`src/rtl/hsec_pkg.sv`:
```
package hsec_pkg;

   localparam int MAX_CODE_BITS = 63;
   localparam int CODE_W        = 63;
   localparam int MSG_W         = 57;
   localparam int POS_W         = 6;
   localparam int PAR_MAX       = 6;
   localparam int PCNT_W        = 3;
   localparam int CSR_DATA_W    = 6;

   localparam logic [POS_W-1:0] MSG_LEN_RESET = POS_W'(4);
   localparam logic [POS_W-1:0] MSG_LEN_MAX   = POS_W'(MSG_W);

   // largest message length served by each parity count
   localparam logic [POS_W-1:0] MSG_LEN_P2 = POS_W'(1);
   localparam logic [POS_W-1:0] MSG_LEN_P3 = POS_W'(4);
   localparam logic [POS_W-1:0] MSG_LEN_P4 = POS_W'(11);
   localparam logic [POS_W-1:0] MSG_LEN_P5 = POS_W'(26);

   typedef enum logic {
      CMD_ENCODE = 1'b0,
      CMD_DECODE = 1'b1
   } cmd_type;

   typedef enum logic {
      CSR_MESSAGE_LENGTH = 1'b0,
      CSR_ODD_PARITY     = 1'b1
   } csr_index_type;

   typedef struct packed {
      logic [POS_W-1:0]  msg_len;
      logic [PCNT_W-1:0] par_cnt;
      logic [POS_W-1:0]  code_len;
      logic              odd;
   } cfg_type;

   function automatic bit is_pow2(input int pos);
      return (pos & (pos - 1)) == 0;
   endfunction

   // message bit carried at a non-power-of-two code position
   function automatic int msg_index(input int pos);
      return pos - $clog2(pos + 1) - 1;
   endfunction

   function automatic logic [CODE_W-1:0] cover_mask(input int k);
      logic [CODE_W-1:0] m;
      m = '0;
      for (int p = 1; p <= CODE_W; p++) begin
         if (((p >> k) & 1) == 1) begin
            m[p-1] = 1'b1;
         end
      end
      return m;
   endfunction

endpackage

```
`src/rtl/hamming_sec_encode_decode.sv`:
```
// An accepted request passes through the input register and the result register to rsp_tdata.
// Throughput: one request per cycle; the input and result registers both
// advance whenever the result register is empty or being taken.
// Reset: synchronous, active high; clears both stages and sets message
// length 4 with even parity.
module hamming_sec_encode_decode
   import hsec_pkg::*;
(
   input  logic                  clock,
   input  logic                  reset,
   input  logic                  req_tvalid,
   output logic                  req_tready,
   input  logic [119:0]          req_tdata,  // message_bits, code_word
   input  logic                  req_tuser,  // command
   output logic                  rsp_tvalid,
   input  logic                  rsp_tready,
   output logic [127:0]          rsp_tdata,  // code_out, message_out,
                                             // error_position, uncorrectable, zero
   input  logic                  csr_valid,
   output logic                  csr_ready,
   input  logic                  csr_index,
   input  logic [CSR_DATA_W-1:0] csr_data
);

   cfg_type           cfg;
   logic              in_valid_ff, in_valid_in;
   logic              cmd_ff;
   logic [MSG_W-1:0]  msg_ff;
   logic [CODE_W-1:0] code_ff;
   logic              out_valid_ff, out_valid_in;
   logic [CODE_W-1:0] code_out_ff, code_out_in;
   logic [MSG_W-1:0]  msg_out_ff, msg_out_in;
   logic [POS_W-1:0]  err_pos_ff, err_pos_in;
   logic              uncor_ff, uncor_in;
   logic              out_en;
   logic              in_en;

   hsec_csr u_csr (
      .clock     (clock),
      .reset     (reset),
      .csr_valid (csr_valid),
      .csr_ready (csr_ready),
      .csr_index (csr_index),
      .csr_data  (csr_data),
      .cfg       (cfg)
   );

   hsec_core u_core (
      .cfg            (cfg),
      .command        (cmd_ff),
      .message_bits   (msg_ff),
      .code_word      (code_ff),
      .code_out       (code_out_in),
      .message_out    (msg_out_in),
      .error_position (err_pos_in),
      .uncorrectable  (uncor_in)
   );

   assign out_en       = !out_valid_ff || rsp_tready;
   assign in_en        = !in_valid_ff || out_en;
   assign req_tready   = in_en;
   assign in_valid_in  = req_tvalid;
   assign out_valid_in = in_valid_ff;

   always_ff @(posedge clock) begin
      if (reset) begin
         in_valid_ff <= 1'b0;
      end else if (in_en) begin
         in_valid_ff <= in_valid_in;
      end
   end

   // hold the request while the result stage is stalled
   always_ff @(posedge clock) begin
      if (in_en && req_tvalid) begin
         cmd_ff  <= req_tuser;
         msg_ff  <= req_tdata[MSG_W-1:0];
         code_ff <= req_tdata[MSG_W+CODE_W-1:MSG_W];
      end
   end

   always_ff @(posedge clock) begin
      if (reset) begin
         out_valid_ff <= 1'b0;
      end else if (out_en) begin
         out_valid_ff <= out_valid_in;
      end
   end

   always_ff @(posedge clock) begin
      if (out_en && in_valid_ff) begin
         code_out_ff <= code_out_in;
         msg_out_ff  <= msg_out_in;
         err_pos_ff  <= err_pos_in;
         uncor_ff    <= uncor_in;
      end
   end

   assign rsp_tvalid = out_valid_ff;
   assign rsp_tdata  = {1'b0, uncor_ff, err_pos_ff, msg_out_ff, code_out_ff};

endmodule

```
`src/rtl/hsec_csr.sv`:
```
module hsec_csr
   import hsec_pkg::*;
(
   input  logic                  clock,
   input  logic                  reset,
   input  logic                  csr_valid,
   output logic                  csr_ready,
   input  logic                  csr_index,
   input  logic [CSR_DATA_W-1:0] csr_data,
   output cfg_type               cfg
);

   logic [POS_W-1:0]  msg_len_ff, msg_len_in;
   logic              odd_ff, odd_in;
   logic [POS_W-1:0]  n_eff;
   logic [PCNT_W-1:0] r_cnt;

   assign csr_ready = 1'b1;

   always_comb begin
      msg_len_in = msg_len_ff;
      odd_in     = odd_ff;
      if (csr_valid) begin
         unique case (csr_index_type'(csr_index))
            CSR_MESSAGE_LENGTH: msg_len_in = csr_data;
            CSR_ODD_PARITY:     odd_in     = csr_data[0];
            default: ;
         endcase
      end
   end

   always_ff @(posedge clock) begin
      if (reset) begin
         msg_len_ff <= MSG_LEN_RESET;
         odd_ff     <= 1'b0;
      end else begin
         msg_len_ff <= msg_len_in;
         odd_ff     <= odd_in;
      end
   end

   // clamp length to 1..57, what fits the longest code word, and pick the parity count
   always_comb begin
      if (msg_len_ff == '0) begin
         n_eff = POS_W'(1);
      end else if (msg_len_ff > MSG_LEN_MAX) begin
         n_eff = MSG_LEN_MAX;
      end else begin
         n_eff = msg_len_ff;
      end
      if (n_eff <= MSG_LEN_P2) begin
         r_cnt = PCNT_W'(2);
      end else if (n_eff <= MSG_LEN_P3) begin
         r_cnt = PCNT_W'(3);
      end else if (n_eff <= MSG_LEN_P4) begin
         r_cnt = PCNT_W'(4);
      end else if (n_eff <= MSG_LEN_P5) begin
         r_cnt = PCNT_W'(5);
      end else begin
         r_cnt = PCNT_W'(6);
      end
   end

   assign cfg.msg_len  = n_eff;
   assign cfg.par_cnt  = r_cnt;
   assign cfg.code_len = n_eff + POS_W'(r_cnt);
   assign cfg.odd      = odd_ff;

endmodule

```
`src/rtl/hsec_core.sv`:
```
module hsec_core
   import hsec_pkg::*;
(
   input  cfg_type           cfg,
   input  logic              command,
   input  logic [MSG_W-1:0]  message_bits,
   input  logic [CODE_W-1:0] code_word,
   output logic [CODE_W-1:0] code_out,
   output logic [MSG_W-1:0]  message_out,
   output logic [POS_W-1:0]  error_position,
   output logic              uncorrectable
);

   logic [MSG_W-1:0]  msg_mask;
   logic [CODE_W-1:0] len_mask;
   logic [MSG_W-1:0]  msg_m;
   logic [CODE_W-1:0] spread;
   logic [CODE_W-1:0] rx_word;
   logic [CODE_W-1:0] base;
   logic [PAR_MAX-1:0] chk;
   logic [CODE_W-1:0] par_place;
   logic [CODE_W-1:0] flip;
   logic [CODE_W-1:0] fixed;
   logic [MSG_W-1:0]  msg_x;
   logic              decode;
   logic              beyond;

   assign decode   = (cmd_type'(command) == CMD_DECODE);
   assign msg_mask = ~({MSG_W{1'b1}} << cfg.msg_len);
   assign len_mask = ~({CODE_W{1'b1}} << cfg.code_len);
   assign msg_m    = message_bits & msg_mask;
   assign rx_word  = code_word & len_mask;
   assign base     = decode ? rx_word : spread;

   genvar gp, gk;
   generate
      for (gp = 1; gp <= CODE_W; gp++) begin : g_pos
         if (is_pow2(gp)) begin : g_par
            assign spread[gp-1] = 1'b0;
         end else begin : g_msg
            assign spread[gp-1]               = msg_m[msg_index(gp)];
            assign msg_x[msg_index(gp)]       = fixed[gp-1];
         end
         assign flip[gp-1] = (error_position == POS_W'(gp)) && !beyond;
      end

      // one check group per parity bit; shared by encode and decode
      for (gk = 0; gk < PAR_MAX; gk++) begin : g_chk
         localparam logic [CODE_W-1:0] CoverMask = cover_mask(gk);
         assign chk[gk] = (PCNT_W'(gk) < cfg.par_cnt) && (cfg.odd ^ (^(base & CoverMask)));
      end
   endgenerate

   always_comb begin
      par_place = '0;
      for (int k = 0; k < PAR_MAX; k++) begin
         par_place[(1 << k) - 1] = chk[k];
      end
   end

   assign error_position = decode ? chk : '0;
   assign beyond         = (error_position != '0) && (error_position > cfg.code_len);
   assign uncorrectable  = beyond;
   assign fixed          = rx_word ^ flip;
   assign code_out       = decode ? fixed : (spread | par_place);
   assign message_out    = decode ? msg_x : msg_m;

endmodule
```
`config.mk`:
```
export PLATFORM = sky130hd
export DESIGN_NAME = hamming_sec_encode_decode
export DESIGN_NICKNAME = d
export VERILOG_FILES = /design/src/rtl/hsec_pkg.sv /design/src/rtl/hamming_sec_encode_decode.sv /design/src/rtl/hsec_csr.sv /design/src/rtl/hsec_core.sv
export SDC_FILE = /design/constraint.sdc
export NUM_CORES = 1
export LEC_CHECK = 0
export BUFFER_PORTS_ARGS = -buffer_cell sky130_fd_sc_hd__buf_2
export CAP_MARGIN = 10
export CORE_MARGIN = 2
export CORE_UTILIZATION = 30
export DETAILED_ROUTE_END_ITERATION = 10
export GPL_TIMING_DRIVEN = 0
export PLACE_DENSITY_LB_ADDON = 0.1
export RECOVER_POWER = 25
export SYNTH_ARGS = -nofsm -noshare
export SYNTH_HDL_FRONTEND = slang
export SYNTH_SLANG_ARGS = --single-unit
```
`constraint.sdc`:
```
create_clock -name clock -period 7.8 [get_ports clock]
set_clock_uncertainty 0.2 [all_clocks]
set_input_delay 1.56 -clock clock [delete_from_list [all_inputs] [get_ports clock]]
set_output_delay 1.56 -clock clock [all_outputs]
set_load 0.03 [all_outputs]
```
==> impl_metrics.csv <==
group,metric,value,unit
setup_path,setup.worst_path.class,"reg2reg",
placement,post-place-ws,-2.91,ns
detailed_routing,drt-pass1-iter-count,8,
final_layout,fin_area,17900,sq um
final_layout,nets,1796,
run_status,status,"finished clean",
synth,synth_edf_count,191,
synth,synth-compound-area-share,0.204,
global_routing,grt_max_degree,68,
placement,dpl-instance-area,15300,sq um
cts,clock_sink_count,200,
synth,yosysMostFrequentCell,"edfxtp_1",
cts,worst_skew_pair.late_latency,0.49,ns
synth,async_reset_ff_frac,0,
worst_hold_path,min-delay-path-class,"reg2reg",
detailed_routing,drc,0,
global_routing,grt_pass1_vias,11700,
floorplanning,die_h,213,um
synth,seq_area_frac_synth,0.451,
floorplanning,initial_core_util,0.304,
synth,ys_top_cells_by_count,"edfxtp_1 (191), nor2_1 (109), nand2_1 (103)",
setup_path,worstSetupStartpointType,"flip-flop",
synth,yosys.area_share.simple,0.145,
setup_path,worstPathMaxFanout,10,
timing,hold_viol,0,
timing,max_slew_margin,0.238,
global_routing,grt_use_total,0.269,
timing,period_minus_slack,7.69,ns
final_layout,drive_gt1_frac,0.398,
global_routing,grt_first_pass_wirelength,84.4,mm
final_layout,fillers,4332,
final_layout,syn_to_final_growth,36.5,%
detailed_routing,wl,62.4,mm
detailed_routing,vias_per_cell,5.53,
floorplanning,num_io_pins,264,
synth,syn_area,13100,sq um
timing,setup_viol_count_final,0,
synth,yosys.area_share.adder,0.00991,
setup_path,timing.rr.end,"code_out_ff[46]",
global_routing,overflow,0,
floorplanning,core,43200,sq um
floorplanning,placementRows,76,
run,cap_violations,0,
timing,finalCritPeriodShare,0.986,
detailed_routing,vias,12500,
placement,hpwl,48.7,mm
synth,synth_top_family_by_area,"compound AO/OA/AOI/OAI gates",
cts,postCtsHoldBufs,0,
final_layout,seqCellArea,5920,sq um
worst_hold_path,hp-start,"u_csr.odd_ff",
cts,cts.htree.levels,4,
global_routing,antenna_found_initial,0,
synth,synth_flop_cell,"edfxtp_1",
worst_hold_path,worst_hold_path.num_cells,2,
final_layout,multi_input_area,7390,sq um
cts,cts_buffers,17,
detailed_routing,wire_per_inst,27.7,um
cts,clock-root-buffer,"clkbuf_16",
cts,cts_buffer_depth,2,
synth,synth_top_area_frac,0.437,
synth,ys_ff_latch,200,
synth,synthCells,1288,
synth,synth.avg_cell_area,10.2,sq um
synth,synth_cell_type_count,106,
setup_path,r2r_cells,32,
setup_path,worstSetupStartpoint,"u_csr.msg_len_ff[4]",
detailed_routing,first_iter_violations,1416,
synth,ys_warn_count,0,
setup_path,cp.arrival,7.68,ns
cts,cts_tree,"done",
synth,yosysTopAreaCell,"edfxtp_1",
synth,synth_nets,1430,
timing,setup_ws,0.110,ns
final_layout,fin_util,0.415,
timing,worst_pin_slew,1.14,ns
placement,gp_congestion,0.973,
power,p_leak,7.00,nW
setup_path,r2r-start,"u_csr.msg_len_ff[4]",
power,vdd_ir_drop_max,0.212,mV
timing,fmax,130,MHz
timing,drv_slew,0,
setup_path,crit_slowest_cell,"or4_1",
floorplanning,die_w,213,um
setup_path,critical_path_required,7.79,ns
synth,synth_mux_area_frac,0.0230,
synth,synth.area.top_cells,"edfxtp_1 (44%), buf_4 (3.6%), xnor3_1 (3.6%), xnor2_1 (3.3%), nor2_1 (3.1%)",
floorplanning,die-area,45500,sq um
synth,synth_xor_xnor_area_share,0.0985,
setup_path,slowest_delay,0.47,ns
cts,clkTransAtPathRegs,0.07,ns
final_layout,finalNonFillerCells,2253,
power,total_power,4.44,mW
detailed_routing,antenna_left,0,
worst_hold_path,min_to,"u_csr.odd_ff",
setup_path,reg2reg_slack,0.11,ns
setup_path,crit_path_end_kind,"flip-flop",
power,pwr_density_cell,248,nW/um^2
placement,placedCellCount,2138,
placement,port-buffer-count,260,
==> critical path, delay by kind of cell, from the launching register on <==
kind | cells | cell delay, ns
and+or+nand+nor | 10 | 2.60
AOI/OAI and AO/OA | 6 | 1.19
xor gates and xnor gates | 5 | 1.15
buffers and inverters | 8 | 1.07
adders and majority gates | 3 | 0.83
DFF | 1 | 0.33
==> final cells by class <==
type	count	area share
repair buffers	350	0.115
well taps	585	0.0409
multi-input cells	922	0.412
flip-flops and latches	200	0.330
diodes	1	0.000140
plain buffers	138	0.0619
clock inverters	14	0.00957
inverters	25	0.00566
clock buffers	18	0.0240
==> power by group <==
group / internal [mW] / total (mW) / switching (mW) / leakage, nW
registers: 1.27 / 1.31 / 0.0389 / 1.92
clock network: 0.505 / 0.919 / 0.414 / 0.289
logic: 0.837 / 2.21 / 1.38 / 4.79
==> through the flow <==
step	hold slack, ns	TNS (ns)
2_1_floorplan	0.263	0
3_3_place_gp	0.299	-164.39
3_5_place_dp	0.305	-165.04
4_1_cts	0.316	0
5_1_grt	0.359	-0.0161
6_report	0.319	0
==> worst max-delay path by stage <==
stage                                 end
after floorplan           code_out_ff[47]
after global placement    code_out_ff[17]
after detailed placement  code_out_ff[17]
after CTS                 code_out_ff[60]
after global routing       code_out_ff[3]
final                     code_out_ff[46]
==> logic make-up after synthesis <==
family / count (synthesis)
AO/OA/AOI/OAI: 382
XOR/XNOR: 107
adder cells (fa/ha/maj): 10
buffers and inverters: 166
flip-flops: 200
multiplexers: 28
other: 2
AND/OR/NAND/NOR: 393
==> per-layer routing <==
layer / global-route usage / vias to the layer above / share of wire
met5: 0 / - / 0
met4: 0.112 / 0 / 0.039
met3: 0.0399 / 124 / 0.067
met2: 0.435 / 634 / 0.47
met1: 0.360 / 6189 / 0.43
li1: - / 5504 / -
==> cell usage in the layout, fill, tap and decap left out, types with 7 or more instances in the layout <==
cell type	Yosys	layout
o31a_1	7	7
o21ai_1	28	23
dfxtp_1	9	7
xnor2_2	3	10
clkbuf_8	0	7
a211o_1	10	9
clkbuf_16	0	18
o21ai_0	64	56
edfxtp_1	191	191
a21oi_2	2	10
xnor3_1	21	16
nand2_1	103	93
buf_12	0	11
a21o_1	15	13
o31ai_1	13	10
nor2_2	1	8
nor2_1	109	95
xor2_1	30	26
nor2_4	1	8
nor2b_1	18	14
a31oi_1	16	8
nand2b_1	16	15
a21oi_1	75	62
xnor2_1	50	41
inv_1	21	19
mux2i_1	16	15
buf_6	3	17
o21ai_2	0	11
nand2_2	1	8
and3_1	14	14
and2_1	14	11
buf_2	18	252
clkbuf_1	50	41
o211ai_1	21	21
nor3_1	26	21
buf_4	63	142
nand3_1	39	37
o21a_1	8	8
==> flip-flops by register name (all words and copies together), names as in the netlist <==
name              cells
in_valid_ff           1
u_csr.odd_ff          1
uncor_ff              1
err_pos_ff            6
rsp_tvalid            1
cmd_ff                1
code_out_ff          63
msg_ff               57
code_ff              63
u_csr.msg_len_ff      6
==> repair_timing <==
action	4_1_cts	5_1_grt
setup buffers	42	42
pin swaps	42	60
gates cloned	0	1
resized for setup	201	125
hold endpoints to repair	0	0
endpoints found under the setup margin	67	64
No activity file was read; power rests on OpenSTA's default activity.
